## src/rtl/core/easc_pkg.sv

```systemverilog
// Shared constants, types and table functions for the electrical angle sine/cosine block.
// Used by electrical_angle_sine_cosine, easc_sine_lane and easc_checker; depends on nothing.
package easc_pkg;

    // Phase and fixed-point widths.
    localparam int PHASE_BITS    = 16;
    localparam int FRACTION_BITS = 8;
    localparam int SEG_BITS      = 8;
    localparam int POLE_W        = 7;
    localparam int SINE_W        = 17;
    localparam int TAB_W         = 16;
    localparam int TAB_IDX_W     = 7;
    localparam int DIFF_W        = 12;
    localparam int STEP_W        = DIFF_W + FRACTION_BITS + 1;
    localparam int LOW_BITS      = PHASE_BITS - SEG_BITS;
    localparam int FRAC_DN       = (LOW_BITS >= FRACTION_BITS) ? LOW_BITS - FRACTION_BITS : 0;
    localparam int FRAC_UP       = (LOW_BITS < FRACTION_BITS) ? FRACTION_BITS - LOW_BITS : 0;
    localparam int FRAC_EXT_W    = LOW_BITS + FRACTION_BITS;
    localparam logic [POLE_W-1:0] POLE_PAIRS_RESET = POLE_W'(1);
    localparam logic [PHASE_BITS-1:0] QUARTER_TURN = PHASE_BITS'(1) << (PHASE_BITS - 2);

    // Quadrant codes taken from the top two segment bits.
    localparam logic [1:0] QUAD_RISE     = 2'd0;
    localparam logic [1:0] QUAD_FALL     = 2'd1;
    localparam logic [1:0] QUAD_NEG_RISE = 2'd2;
    localparam logic [1:0] QUAD_NEG_FALL = 2'd3;

    // Quarter-wave sine table, 32768 stands for one.
    localparam logic [TAB_W-1:0] QUARTER_WAVE [0:64] = '{
        16'd0,     16'd804,   16'd1608,  16'd2411,  16'd3212,  16'd4011,  16'd4808,
        16'd5602,  16'd6393,  16'd7180,  16'd7962,  16'd8740,  16'd9512,  16'd10279,
        16'd11039, 16'd11793, 16'd12540, 16'd13279, 16'd14010, 16'd14733, 16'd15447,
        16'd16151, 16'd16846, 16'd17531, 16'd18205, 16'd18868, 16'd19520, 16'd20160,
        16'd20788, 16'd21403, 16'd22006, 16'd22595, 16'd23170, 16'd23732, 16'd24279,
        16'd24812, 16'd25330, 16'd25833, 16'd26320, 16'd26791, 16'd27246, 16'd27684,
        16'd28106, 16'd28511, 16'd28899, 16'd29269, 16'd29622, 16'd29957, 16'd30274,
        16'd30572, 16'd30853, 16'd31114, 16'd31357, 16'd31581, 16'd31786, 16'd31972,
        16'd32138, 16'd32286, 16'd32413, 16'd32522, 16'd32610, 16'd32679, 16'd32729,
        16'd32758, 16'd32768
    };

    // Pipeline load enables handed from the top level to each sine lane.
    typedef struct packed {
        logic load2;
        logic load3;
        logic load4;
    } pipe_adv_t;

    // The two neighbouring table values of one segment, signs applied.
    typedef struct packed {
        logic signed [SINE_W-1:0] first;
        logic signed [SINE_W-1:0] second;
    } seg_pair_t;

    // Quadrant-mirrored table lookup for one segment.
    function automatic seg_pair_t seg_pair(input logic [SEG_BITS-1:0] seg);
        seg_pair_t              res;
        logic [TAB_IDX_W-1:0]   sub;
        logic [TAB_IDX_W-1:0]   idx_a;
        logic [TAB_IDX_W-1:0]   idx_b;
        logic signed [SINE_W-1:0] val_a;
        logic signed [SINE_W-1:0] val_b;
        sub = {1'b0, seg[SEG_BITS-3:0]};
        case (seg[SEG_BITS-1:SEG_BITS-2])
            QUAD_RISE, QUAD_NEG_RISE:
            begin
                idx_a = sub;
                idx_b = sub + TAB_IDX_W'(1);
            end
            QUAD_FALL, QUAD_NEG_FALL:
            begin
                idx_a = TAB_IDX_W'(64) - sub;
                idx_b = TAB_IDX_W'(63) - sub;
            end
            default:
            begin
                idx_a = sub;
                idx_b = sub;
            end
        endcase
        val_a = $signed({1'b0, QUARTER_WAVE[idx_a]});
        val_b = $signed({1'b0, QUARTER_WAVE[idx_b]});
        if (seg[SEG_BITS-1])
        begin
            res.first  = -val_a;
            res.second = -val_b;
        end
        else
        begin
            res.first  = val_a;
            res.second = val_b;
        end
        return res;
    endfunction

    // Interpolation fraction: the bits below the segment, aligned to FRACTION_BITS.
    function automatic logic [FRACTION_BITS-1:0] frac_of(input logic [PHASE_BITS-1:0] phase);
        logic [FRAC_EXT_W-1:0] ext;
        ext = FRAC_EXT_W'(phase[LOW_BITS-1:0]);
        return FRACTION_BITS'((ext << FRAC_UP) >> FRAC_DN);
    endfunction

endpackage

```

## src/rtl/core/easc_sine_lane.sv

```systemverilog
// One sine lane: table lookup, interpolation multiply and final add over three stages.
// Depends on easc_pkg; the load enables come from the top level.
module easc_sine_lane (
    input  logic                                  clk,
    input  logic [easc_pkg::PHASE_BITS-1:0]       phase,
    input  easc_pkg::pipe_adv_t                   adv,
    output logic signed [easc_pkg::SINE_W-1:0]    value
);
    import easc_pkg::*;

    logic signed [SINE_W-1:0]  first2_reg;
    logic signed [DIFF_W-1:0]  diff2_reg;
    logic [FRACTION_BITS-1:0]  frac2_reg;
    logic signed [SINE_W-1:0]  first3_reg;
    logic signed [STEP_W-1:0]  prod3_reg;
    logic signed [SINE_W-1:0]  value_reg;

    seg_pair_t                 pair;
    logic signed [SINE_W-1:0]  diff_full;
    logic signed [DIFF_W-1:0]  diff2_next;
    logic signed [STEP_W-1:0]  prod3_next;
    logic signed [STEP_W-1:0]  step;
    logic signed [SINE_W-1:0]  value_next;

    // Stage two: mirrored table lookup and the slope of the segment.
    assign pair       = seg_pair(phase[PHASE_BITS-1 -: SEG_BITS]);
    assign diff_full  = pair.second - pair.first;
    assign diff2_next = DIFF_W'(diff_full);

    always_ff @(posedge clk)
    begin
        if (adv.load2)
        begin
            first2_reg <= pair.first;
            diff2_reg  <= diff2_next;
            frac2_reg  <= frac_of(phase);
        end
    end

    // Stage three: slope times fraction.
    assign prod3_next = STEP_W'(diff2_reg) * $signed({1'b0, frac2_reg});

    always_ff @(posedge clk)
    begin
        if (adv.load3)
        begin
            first3_reg <= first2_reg;
            prod3_reg  <= prod3_next;
        end
    end

    // Stage four: the arithmetic shift floors the step towards minus infinity.
    assign step       = prod3_reg >>> FRACTION_BITS;
    assign value_next = first3_reg + SINE_W'(step);

    always_ff @(posedge clk)
    begin
        if (adv.load4)
        begin
            value_reg <= value_next;
        end
    end

    assign value = value_reg;

endmodule

```

## src/rtl/core/electrical_angle_sine_cosine.sv

```systemverilog
// Top level of the electrical angle sine/cosine block.
// Depends on easc_pkg and instantiates two easc_sine_lane units.
//
// Usage:
// A shaft phase is offered on shaft_valid/shaft_ready/shaft_phase, where 65536 is one
// turn. Each transfer gives one result on result_valid/result_ready carrying the
// electrical phase (shaft phase times pole pairs, wrapped to one turn) and its sine
// and cosine in two's complement with 32768 standing for one.
// The pole-pair count is written through cfg_valid/cfg_ready/cfg_data; cfg_ready is
// always high, and writes are meant to happen only while the pipeline is empty.
// The pipeline has four register stages (pole-pair multiply, table lookup,
// interpolation multiply, final add) and, while the receiver takes each result,
// accepts one item in every cycle, so throughput is one result per cycle.
// When the receiver stalls, the result holds and the stages behind it keep filling
// their empty slots; shaft_ready falls only once every stage holds an item.
// Reset empties the pipeline and sets the pole-pair count to one.
module electrical_angle_sine_cosine (
    input  logic                                  clk,
    input  logic                                  rst_n,
    input  logic                                  cfg_valid,
    output logic                                  cfg_ready,
    input  logic [easc_pkg::POLE_W-1:0]           cfg_data,
    input  logic                                  shaft_valid,
    output logic                                  shaft_ready,
    input  logic [easc_pkg::PHASE_BITS-1:0]       shaft_phase,
    output logic                                  result_valid,
    input  logic                                  result_ready,
    output logic [easc_pkg::PHASE_BITS-1:0]       electrical_phase,
    output logic signed [easc_pkg::SINE_W-1:0]    sine_value,
    output logic signed [easc_pkg::SINE_W-1:0]    cosine_value
);
    import easc_pkg::*;

    localparam int MUL_W = PHASE_BITS + POLE_W;

    logic [POLE_W-1:0]     pole_pairs_reg;
    logic                  v1_reg;
    logic                  v2_reg;
    logic                  v3_reg;
    logic                  v4_reg;
    logic [PHASE_BITS-1:0] elec1_reg;
    logic [PHASE_BITS-1:0] elec2_reg;
    logic [PHASE_BITS-1:0] elec3_reg;
    logic [PHASE_BITS-1:0] elec4_reg;

    logic                  load1;
    logic                  load2;
    logic                  load3;
    logic                  load4;
    logic [MUL_W-1:0]      mul;
    logic [PHASE_BITS-1:0] elec1_next;
    logic [PHASE_BITS-1:0] cos_phase;
    pipe_adv_t             adv;

    // Configuration register; a write is always taken.
    assign cfg_ready = 1'b1;

    always_ff @(posedge clk or negedge rst_n)
    begin
        if (!rst_n)
        begin
            pole_pairs_reg <= POLE_PAIRS_RESET;
        end
        else if (cfg_valid && cfg_ready)
        begin
            pole_pairs_reg <= cfg_data;
        end
    end

    // A stage loads when it is empty or its content moves on.
    assign load4       = !v4_reg || result_ready;
    assign load3       = !v3_reg || load4;
    assign load2       = !v2_reg || load3;
    assign load1       = !v1_reg || load2;
    assign shaft_ready = load1;
    assign adv         = '{load2, load3, load4};

    // Valid bits travel alongside the data.
    always_ff @(posedge clk or negedge rst_n)
    begin
        if (!rst_n)
        begin
            v1_reg <= 1'b0;
            v2_reg <= 1'b0;
            v3_reg <= 1'b0;
            v4_reg <= 1'b0;
        end
        else
        begin
            if (load1)
            begin
                v1_reg <= shaft_valid;
            end
            if (load2)
            begin
                v2_reg <= v1_reg;
            end
            if (load3)
            begin
                v3_reg <= v2_reg;
            end
            if (load4)
            begin
                v4_reg <= v3_reg;
            end
        end
    end

    // Stage one: electrical phase is the product wrapped to one turn.
    assign mul        = MUL_W'(shaft_phase) * MUL_W'(pole_pairs_reg);
    assign elec1_next = mul[PHASE_BITS-1:0];

    // Electrical phase follows the lanes through the remaining stages.
    always_ff @(posedge clk)
    begin
        if (load1)
        begin
            elec1_reg <= elec1_next;
        end
        if (load2)
        begin
            elec2_reg <= elec1_reg;
        end
        if (load3)
        begin
            elec3_reg <= elec2_reg;
        end
        if (load4)
        begin
            elec4_reg <= elec3_reg;
        end
    end

    // The cosine is the sine a quarter turn ahead.
    assign cos_phase = elec1_reg + QUARTER_TURN;

    easc_sine_lane u_sine (
        .clk   (clk),
        .phase (elec1_reg),
        .adv   (adv),
        .value (sine_value)
    );

    easc_sine_lane u_cosine (
        .clk   (clk),
        .phase (cos_phase),
        .adv   (adv),
        .value (cosine_value)
    );

    assign result_valid     = v4_reg;
    assign electrical_phase = elec4_reg;

endmodule

```

## config.mk

```make
export PLATFORM = sky130hd
export DESIGN_NAME = electrical_angle_sine_cosine
export DESIGN_NICKNAME = d
export VERILOG_FILES = /design/src/rtl/core/easc_pkg.sv /design/src/rtl/core/easc_sine_lane.sv /design/src/rtl/core/electrical_angle_sine_cosine.sv
export SDC_FILE = /design/constraint.sdc
export NUM_CORES = 1
export LEC_CHECK = 0
export ABC_AREA = 1
export BUFFER_PORTS_ARGS = -buffer_cell sky130_fd_sc_hd__buf_2
export CAP_MARGIN = 40
export CORE_ASPECT_RATIO = 0.9
export CORE_MARGIN = 2
export CORE_UTILIZATION = 55
export CTS_CLUSTER_DIAMETER = 60
export CTS_CLUSTER_SIZE = 40
export DETAILED_ROUTE_END_ITERATION = 8
export PLACE_DENSITY = 0.72
export SYNTH_ARGS = -nofsm -noshare
export SYNTH_HDL_FRONTEND = slang
export SYNTH_SLANG_ARGS = --single-unit
```

## constraint.sdc

```tcl
create_clock -name clk -period 6.3 [get_ports clk]
set_clock_uncertainty 0.2 [all_clocks]
set_input_delay 1.26 -clock clk [delete_from_list [all_inputs] [get_ports clk]]
set_output_delay 1.26 -clock clk [all_outputs]
set_load 0.05 [all_outputs]
```

After elaboration in Yosys (flattened, before gate mapping):

Memory sizes are Yosys's and may differ from the RTL's.
Cells that the tools add are included.

* reduce and logical (&&, ||, !) cells: 14
* add/sub/neg operators: 15
* mux-type cells: 14
* equal/unequal tests: 6
* bitwise logic cells: 4
* $mul: 3
* shift operators: 0
* divide/modulo/power cells: 0
* order comparisons: 4

Operators with widths (number)
* $mux W16: 8
* $mux W34: 2
* $neg A16 Y17: 4
* $pmux W7 S2: 4
* $mul A12 B9 Y21: 2
* $add A17 B13 Y17: 2
* $ge A8 B8 Y1 const B: 4
* $not A7 Y8: 4
* $sub A12 B12 Y12: 2
* $add A16 B15 Y16 const B: 1
* $mul A16 B7 Y16: 1
* $add A6 B1 Y7 const B: 2
* $sub A6 B6 Y7 const A: 2
* $sub A7 B6 Y7 const A: 2
* $eq A2 B2 Y1 const B: 4
* $reduce_or A2 Y1: 4
* $eq A2 B1 Y1 const B: 2
* $logic_not A1 Y1: 4
* $logic_not A2 Y1: 2
* $logic_or A1 B1 Y1: 4

* ROM bits: 8192
* memories kept: 4
* input port bits: 28
* latch bits: 0
* logic and storage cells: 85
* RAM bits: 0
* bits in registers: 259

Memory list
* (no name shown): depth 128, width 16, read ports 1, clocked after Yosys merged registers in 0, wr ports 0, line easc_pkg.sv:82 `val_b = $signed({1'b0, QUARTER_WAVE[idx_b]});`
* (no name shown): depth 128, width 16, read ports 1, clocked after Yosys merged registers in 0, wr ports 0, line easc_pkg.sv:81 `val_a = $signed({1'b0, QUARTER_WAVE[idx_a]});`
* (no name shown): depth 128, width 16, read ports 1, clocked after Yosys merged registers in 0, wr ports 0, line easc_pkg.sv:82
* (no name shown): depth 128, width 16, read ports 1, clocked after Yosys merged registers in 0, wr ports 0, line easc_pkg.sv:81

Logic depth before layout (Yosys ltp):

Gate-level depths: netlist of the first run.

* depth in word-level cells: 11
* depth in mapped cells: 37
* mapped depth without buffers: 36

Modules after synthesis:

From an unflattened synthesis of the first run, not the netlist that was laid out.

* cell total of the unflattened synthesis: 3467
* area, all modules: 27126.0 um2

Modules (own cells, without submodules)
* easc_sine_lane at u_cosine: sequential area each 2522.4 um2, times used 1, area each 10988.0 um2, cells each 1480
* easc_sine_lane at u_sine: sequential area each 2522.4 um2, times used 1, area each 10944.2 um2, cells each 1446
* electrical_angle_sine_cosine: sequential area each 2198.4 um2, times used 1, area each 5193.7 um2, cells each 541

Worst setup path after synthesis of the first run:

Ideal clock, no wire load.

* path kind: input-to-output
* start: in result_ready
* end: out shaft_ready
* arrival: 4.877 ns
* stages: 6
* slack: -0.037 ns
* required time: 4.840 ns
* path buffers: 0
* path through: nor2_1 inv_1 nor2_1 inv_1 nor2_1 nand2_1

* cells in the longest elaborated chain, start to end: 4

Ends and longest elaborated chain
* from (decl): line electrical_angle_sine_cosine.sv:27 `input logic result_ready,`
* $logic_or A1 B1 Y1: line electrical_angle_sine_cosine.sv:71 `assign load4 = !v4_reg || result_ready;`
* net load4: line electrical_angle_sine_cosine.sv:49 `logic load4;`
* $logic_or A1 B1 Y1: line electrical_angle_sine_cosine.sv:72 `assign load3 = !v3_reg || load4;`
* net load3: line electrical_angle_sine_cosine.sv:48 `logic load3;`
* $logic_or A1 B1 Y1: line electrical_angle_sine_cosine.sv:73 `assign load2 = !v2_reg || load3;`
* $logic_or A1 B1 Y1: line electrical_angle_sine_cosine.sv:74 `assign load1 = !v1_reg || load2;`
* to (decl): line electrical_angle_sine_cosine.sv:24 `output logic shaft_ready,`

The timed path passes the listed nets, and every way through them passes these cells.

Final worst setup path of the first run:

* start: reg elec1_reg[8]
* end: reg u_cosine.diff2_reg[11], data pin

* cells in the longest elaborated chain, start to end: 11
* elaborated cells on any way between the ends: 24
* classes of those cells: 7 x add/sub; 3 x eq/ne; 7 x mux; 2 x bitwise; 3 x reduce/logical; 2 x memory

Ends and longest elaborated chain
* from (decl): line electrical_angle_sine_cosine.sv:41 `logic [PHASE_BITS-1:0] elec1_reg;`
* from (signal assigned): line electrical_angle_sine_cosine.sv:118 `elec1_reg <= elec1_next;`
* $add A16 B15 Y16 (*): line electrical_angle_sine_cosine.sv:135 `assign cos_phase = elec1_reg + QUARTER_TURN;`
* branches (longest 8 deep; another with $neg A16 Y17)
* $mux W34 (*): line easc_pkg.sv:83 `if (seg[SEG_BITS-1])`
* $sub A12 B12 Y12 (*): line easc_sine_lane.sv:27 `assign diff_full = pair.second - pair.first;`
* net u_cosine.diff_full[11]: line easc_sine_lane.sv:19 `logic signed [SINE_W-1:0] diff_full;`
* to (signal assigned): line easc_sine_lane.sv:35 `diff2_reg <= diff2_next;`
* to (decl): line easc_sine_lane.sv:12 `logic signed [DIFF_W-1:0] diff2_reg;`

Mark *: on every way through the listed nets, which the timed path passes. The select of a mux whose other input is x is not followed.
A chain may end at the register's enable or synchronous reset.

==> results of run 1 <==
-- per-layer routing --
layer  routed length (µm)  vias up  global-route usage (%)
li1                     -    10600                       -
met4                 1460        2                    6.81
met1                29900    10200                    38.8
met2                28500      789                    41.0
met5                   13        -                       0
met3                 5210      105                    3.51
-- critical path: cells and delay by family, from the launching register on --
family                     cells  cell delay [ns]
AOI/OAI and AO/OA              5             0.94
xor gates and xnor gates       1             0.17
adders and majority gates      3             0.94
buffers and inverters          4             0.96
DFF                            1             0.36
and+or+nand+nor               18             1.81
-- path summary, 6_finish.rpt --
kind | slack [ns] | to | start | cells past startpoint
worst min register to register | 0.21 | u_cosine.first3_reg[10]$_DFFE_PP_ | u_cosine.first2_reg[10]$_DFFE_PP_ | 0
max in group asynchronous | 5.29 | pole_pairs_reg[0]$_DFFE_PN1P_ | rst_n | 1
worst max register to register | 0.61 | u_cosine.diff2_reg[11]$_DFFE_PP_ | elec1_reg[8]$_DFFE_PP_ | 31
min in group asynchronous | 0.35 | pole_pairs_reg[5]$_DFFE_PN0P_ | rst_n | 1
worst max-delay path | 0.61 | u_cosine.diff2_reg[11]$_DFFE_PP_ | elec1_reg[8]$_DFFE_PP_ | 31
worst min-delay path | 0.21 | u_cosine.first3_reg[10]$_DFFE_PP_ | u_cosine.first2_reg[10]$_DFFE_PP_ | 0
-- placed cells by master (no fill, tap or decap), types with 5 or more instances in the layout --
cell and instances:
a31oi_1 6, inv_2 18, buf_2 79, buf_4 53
o21ai_0 75, clkinv_1 5, nor3_1 5, nand3b_1 5
mux2_2 7, dfrtp_1 10, nand2_4 9, nand3_2 32
edfxtp_1 216, a21oi_1 115, a21o_1 5, nand4_1 12
nand2_1 1048, clkbuf_16 25, nand2_2 51, o21ai_1 12
xor2_1 96, nor2_4 5, nor2_1 103, xnor2_1 48
nor2_2 21, ha_1 194, inv_1 600, o211ai_1 11
a21boi_0 13, o21bai_1 5, fa_1 210, nand3_1 273
o21ai_2 11
-- what timing repair did --
item	CTS	global route
buffers inserted	0	3
endpoints found under the setup margin	0	2
gates resized for setup	0	1
-- stage by stage --
step                hold WS [ns]  worst slack (ns)  utilization (%)  cells
floorplan                  0.200             0.470                -   3385
global placement           0.202             0.513             57.1   4011
detailed placement         0.205             0.425             57.1   4012
CTS                        0.208             0.582             58.9   4056
global route               0.218            0.0838             59.0   4059
finish                     0.206             0.612             59.0   4059
-- cell families (layout without fill, tap and decap cells) --
kind of cell | count (synthesis) | count (layout) | synth area share [%]
AND/OR/NAND/NOR | 1575 | 1575 | 26.1
buffers and inverters | 751 | 801 | 11.8
adder cells (fa/ha/maj) | 404 | 404 | 25.1
AO/OA/AOI/OAI | 273 | 273 | 6.13
flip-flops | 227 | 227 | 25.6
XOR/XNOR | 147 | 147 | 4.96
multiplexers | 7 | 7 | 0.299
other | 1 | 1 | 0.0142
-- layout make-up --
| type | instances | area [µm²] |
|---|---|---|
| clock buffer | 25 | 626 |
| clock inverter | 19 | 220 |
| sequential | 227 | 6760 |
| fill | 4367 | 19600 |
| tap | 624 | 781 |
| inverter | 624 | 2350 |
| timing repair buffer | 133 | 821 |
| multi-input combinational | 2407 | 16500 |
==> run summary, run 1 <==
Run status
• **run status** complete, no violations

Worst setup path
• **Max stage delay on crit path** 0.44 ns
• **Worst Path Max Fanout** 33
• **critical setup path kind** reg -> reg
• **Max stage delay cell, worst path** buf_4
• **most frequent cell on the critical path** nand2_1
• **CP endpoint kind** flip-flop
• **Startpoint Class** flip-flop
• **endpoint arrival time on the critical path** 5.79 ns
• **Crit path required time** 6.40 ns

CTS
• **Root Buffer Master** clkbuf_16
• **clock slew at the register clock pins of the worst setup and hold paths** 0.07 ns
• **Longest Clk Path Bufs** 3
• **CTS tree** built
• **number of sinks on the clock net** 227
• **number of buffers inserted by hold repair at cts** 0
• **number of buffers inserted during clock tree synthesis** 25
• **source-to-sink clock delay at the later pin of the worst-skew pair** 0.57 ns
• **CTS H-tree depth** 1

Timing
• **time the worst path needs with I/O delays and setup** 5.69 ns
• **final hold viol count** 0
• **Period Utilization, post-route** 90.3%
• **slew of the pin with the lowest slew margin** 0.805 ns
• **RSZ-0062 raised after global routing** no
• **maximum clock frequency** 176 MHz
• **Slew headroom** 45.8%
• **Final setup violation count** 0
• **final sum of negative setup slack** 0 ns
• **Final Slew Violations** 0

Die
• **area of the placeable core** 47600 µm²
• **height of the chip** 212 µm
• **I/O pins** 81
• **Die Wd** 235 µm
• **Site Rows** 76
• **full die area** 49800 µm²
• **starting utilization of the core area** 55.4%

Final layout
• **Net count, final** 3850
• **Area growth, synth to finish** 6.40%
• **number of diodes** 0
• **Finished Cell Area** 28100 µm²
• **fraction of layout cells with a size suffix above 1** 10.3%

Yosys
• **cell accounting for the most synthesized area** edfxtp_1
• **Avg Cell Area, Syn** 7.80 µm²
• **number of different library cells in the post-synthesis netlist** 62
• **Synth top area share** 24.6%
• **most used standard cells in the synthesized netlist** 1048 x nand2_1, 603 x inv_1, 273 x nand3_1
• **most repeated cell in the gate-level netlist after synthesis** nand2_1
• **synthesized flop and latch total** 227
• **synthesized instance count** 3385
• **Netlist Area Pre-Place** 26400 µm²
• **Post-Syn Nets** 3817
• **sequential share of the synthesized area** 25.6%
• **Post-synth EDFFs** 216
• **Async SR Flop Fraction** 4.85%
• **leading register cell type out of synthesis** edfxtp_1
• **Area contributors post-synth** edfxtp_1 25%, fa_1 16%, nand2_1 15%
• **synth warn** 0

GRT
• **total track usage** 26.3%
• **global-route wire length before repair** 107 mm
• **vias in the first global route** 20600
• **pin count of the biggest net entering global routing** 59
• **initial antenna violation count** 1
• **gr ovfl total** 0

Drt
• **first-pass detailed-route iteration total** 6
• **Antenna Nets Post-Route** 0
• **DR vias/cell** 5.36
• **Avg WL per Cell** 16.1 µm
• **wirelength, routed** 65.2 mm
• **total via count after detailed routing** 21700
• **DR iter-0 viols** 2032
• **# DRC** 0

Place
• **count of buffers inserted at the top-level ports** 79
• **half-perimeter wire length after placement** 50.6 mm
• **Post-Place Cell Area** 27200 µm²
• **Routability Congestion** 0.993

Flow run
• **max-cap viol count** 0

Worst hold path
• **kind of path behind the tightest hold check** reg -> reg

Power of run 1 is not shown: default switching activity piles up to over one toggle a cycle in this logic, so the estimate is an artifact.
==> run 2, diff against run 1 <==
--- a/config.mk
+++ b/config.mk
@@ -17,4 +17,5 @@
 export PLACE_DENSITY = 0.72
 export SYNTH_ARGS = -nofsm -noshare
 export SYNTH_HDL_FRONTEND = slang
+export SYNTH_HIERARCHICAL = 1
 export SYNTH_SLANG_ARGS = --single-unit
==> run 2 against run 1 <==
  * Worst hold slack improved by 0.0041 ns
  * Register-to-register slack improved by 0.07 ns
  * Critical path depth increased by 2
  * Via count increased by 2.5%
  * Cell area increased by 2.7%
  * Sequential cell count increased by 16
  * Worst setup slack improved by 0.068 ns
  * Critical path type unchanged
  * Largest cell class unchanged
==> run summary, run 2 <==
Run status
• **run status** complete, no violations

Yosys
• **synthesized flop and latch total** 243
• **Netlist Area Pre-Place** 27100 µm²
• **Async SR Flop Fraction** 4.53%
• **cell accounting for the most synthesized area** edfxtp_1
• **number of different library cells in the post-synthesis netlist** 62
• **synthesized instance count** 3467
• **most used standard cells in the synthesized netlist** 1020 x nand2_1, 622 x inv_1, 330 x nand3_1
• **synth warn** 6
• **compound-gate portion of the synthesized area** 5.89%
• **mux cell area share after synthesis** 0.291%
• **most repeated cell in the gate-level netlist after synthesis** nand2_1
• **Avg Cell Area, Syn** 7.82 µm²
• **synthesized-area fraction occupied by xor and xnor cells** 4.44%
• **Post-Syn Nets** 3901
• **main combinational cell family by area after synthesis** simple AND/OR/NAND/NOR gates
• **Synth top area share** 25.7%
• **Post-synth EDFFs** 232
• **Synth Area in Adders** 24.5%
• **simple logic cell fraction of the synthesized area** 26.2%
• **sequential share of the synthesized area** 26.7%
• **Area contributors post-synth** edfxtp_1 26%, fa_1 15%, nand2_1 14%
• **leading register cell type out of synthesis** edfxtp_1

CTS
• **number of buffers inserted during clock tree synthesis** 25
• **PostCTS Resize Cnt** 0
• **Root Buffer Master** clkbuf_16
• **number of sinks on the clock net** 243
• **post-CTS repair timing setup buffer count** 0
• **CTS H-tree depth** 1
• **clock slew at the register clock pins of the worst setup and hold paths** 0.09 ns
• **Longest Clk Path Bufs** 3
• **CTS tree** built
• **number of buffers inserted by hold repair at cts** 0
• **source-to-sink clock delay at the later pin of the worst-skew pair** 0.57 ns

Timing
• **final sum of negative setup slack** 0 ns
• **Period Utilization, post-route** 89.2%
• **Final Slew Violations** 0
• **time the worst path needs with I/O delays and setup** 5.62 ns
• **Final setup violation count** 0
• **final hold viol count** 0
• **Slew headroom** 36.1%
• **RSZ-0062 raised after global routing** no
• **maximum clock frequency** 178 MHz
• **slew of the pin with the lowest slew margin** 0.945 ns

Place
• **count of buffers inserted at the top-level ports** 79
• **Routability Congestion** 1.02
• **half-perimeter wire length after placement** 54.4 mm

Drt
• **# DRC** 0
• **wirelength, routed** 68.3 mm
• **Avg WL per Cell** 16.5 µm
• **DR vias/cell** 5.38
• **total via count after detailed routing** 22300
• **Antenna Nets Post-Route** 0
• **first-pass detailed-route iteration total** 8
• **DR iter-0 viols** 1923

Worst setup path
• **Crit path required time** 6.41 ns
• **critical setup path kind** reg -> reg
• **Max stage delay on crit path** 0.61 ns
• **Worst Path Max Fanout** 16
• **endpoint arrival time on the critical path** 5.73 ns
• **Reg2Reg Depth** 33
• **Startpoint Class** flip-flop
• **most frequent cell on the critical path** nand2_1
• **Max stage delay cell, worst path** edfxtp_1
• **worst reg2reg path endpoint** u_cosine/diff2_reg[10]$_DFFE_PP_
• **launching point of the worst reg2reg path** elec1_reg[14]$_DFFE_PP_
• **slack of the worst reg-to-reg path** 0.68 ns
• **CP endpoint kind** flip-flop
• **crit path launch** elec1_reg[14]$_DFFE_PP_
• **crit path capture** u_cosine/diff2_reg[10]$_DFFE_PP_

GRT
• **global-route wire length before repair** 111 mm
• **initial antenna violation count** 1
• **total track usage** 27.0%
• **gr ovfl total** 0
• **pin count of the biggest net entering global routing** 53
• **vias in the first global route** 21200

Die
• **I/O pins** 81
• **Die Wd** 238 µm
• **starting utilization of the core area** 55.4%
• **height of the chip** 215 µm
• **area of the placeable core** 48900 µm²
• **Site Rows** 77
• **full die area** 51100 µm²

Final layout
• **area occupied by registers** 7240 µm²
• **leading cell type in the layout, fill and taps excluded** nand2_1
• **Net count, final** 3926
• **number of diodes** 0
• **commonest cells after routing, fill and taps aside** 1020 x nand2_1, 619 x inv_1, 330 x nand3_1
• **area of combinational cells with multiple inputs** 16600 µm²
• **filler cell count** 4442
• **Area growth, synth to finish** 6.29%
• **fraction of layout cells with a size suffix above 1** 9.43%

Flow run
• **max-cap viol count** 0

Worst hold path
• **kind of path behind the tightest hold check** reg -> reg

-- run 2: cell types whose count changed in the layout (fill, tap and decap cells not counted), moves of 10 or more --
| cell | delta |
|---|---|
| nand3_2 | -10 |
| o21ai_1 | +13 |
| nand2_1 | -28 |
| nor2_1 | +26 |
| inv_1 | +19 |
| buf_4 | -17 |
| nand3_1 | +57 |
| edfxtp_1 | +16 |
-- run 2: worst min-delay path by stage --
stage	slack, ns	depth (start not counted)	start	end
after floorplan	0.20	0	elec2_reg[0]$_DFFE_PP_	elec3_reg[0]$_DFFE_PP_
after global placement	0.20	0	u_sine/first2_reg[16]$_SDFFCE_PN0P_	u_sine/first3_reg[16]$_DFFE_PP_
after detailed placement	0.20	0	elec2_reg[11]$_DFFE_PP_	elec3_reg[11]$_DFFE_PP_
after CTS	0.21	0	elec3_reg[6]$_DFFE_PP_	electrical_phase[6]$_DFFE_PP_
after global routing	0.22	0	elec3_reg[6]$_DFFE_PP_	electrical_phase[6]$_DFFE_PP_
final	0.21	0	elec3_reg[6]$_DFFE_PP_	electrical_phase[6]$_DFFE_PP_
-- run 2: layout make-up --
class / count / area share [%]
clock buffers: 25 / 2.17
clock inverters: 21 / 1.08
inverters: 650 / 8.57
multi-input cells: 2453 / 57.7
repair buffers: 119 / 2.57
flip-flops and latches: 243 / 25.1
well taps: 632 / 2.74
-- run 2: metrics by stage --
stage | worst slack (ns) | area [µm²] | hold slack [ns] | instances | util (%)
6_report | 0.681 | 28800 | 0.210 | 4143 | 58.9
5_1_grt | 0.0871 | 28800 | 0.217 | 4143 | 58.9
4_1_cts | 0.709 | 28800 | 0.211 | 4143 | 58.9
3_5_place_dp | 0.758 | 27900 | 0.205 | 4097 | 57.0
3_3_place_gp | 0.778 | 27800 | 0.201 | 4094 | 56.9
2_1_floorplan | 0.280 | 27100 | 0.200 | 3467 | -
-- run 2: worst max-delay path, delay by kind of cell, from the launching register on --
family,cells,cell delay [ns]
compound gates,6,0.84
xor+xnor,1,0.14
simple gates,15,1.31
flops,1,0.61
fa+ha+maj,3,1.08
buf+inv,8,1.20
-- run 2: logic make-up (layout without fill, tap and decap cells) --
family                   after synthesis  count (layout)
multiplexers                           7               7
flip-flops                           243             243
adder cells (fa/ha/maj)              406             406
XOR/XNOR                             135             135
buffers and inverters                771             815
AND/OR/NAND/NOR                     1624            1624
AO/OA/AOI/OAI                        280             280
other                                  1               1
-- run 2: routing by layer --
metal / routed length, µm / part of all wire [%] / global-route usage [%] / vias up
met5: 0 / 0 / 0 / -
met4: 2320 / 3.4 / 7.81 / 0
met3: 4650 / 6.8 / 3.24 / 148
met2: 31500 / 46 / 44.1 / 855
met1: 29900 / 44 / 38.0 / 10400
li1: - / - / - / 10900
Power of run 2 is left out for the same reason.
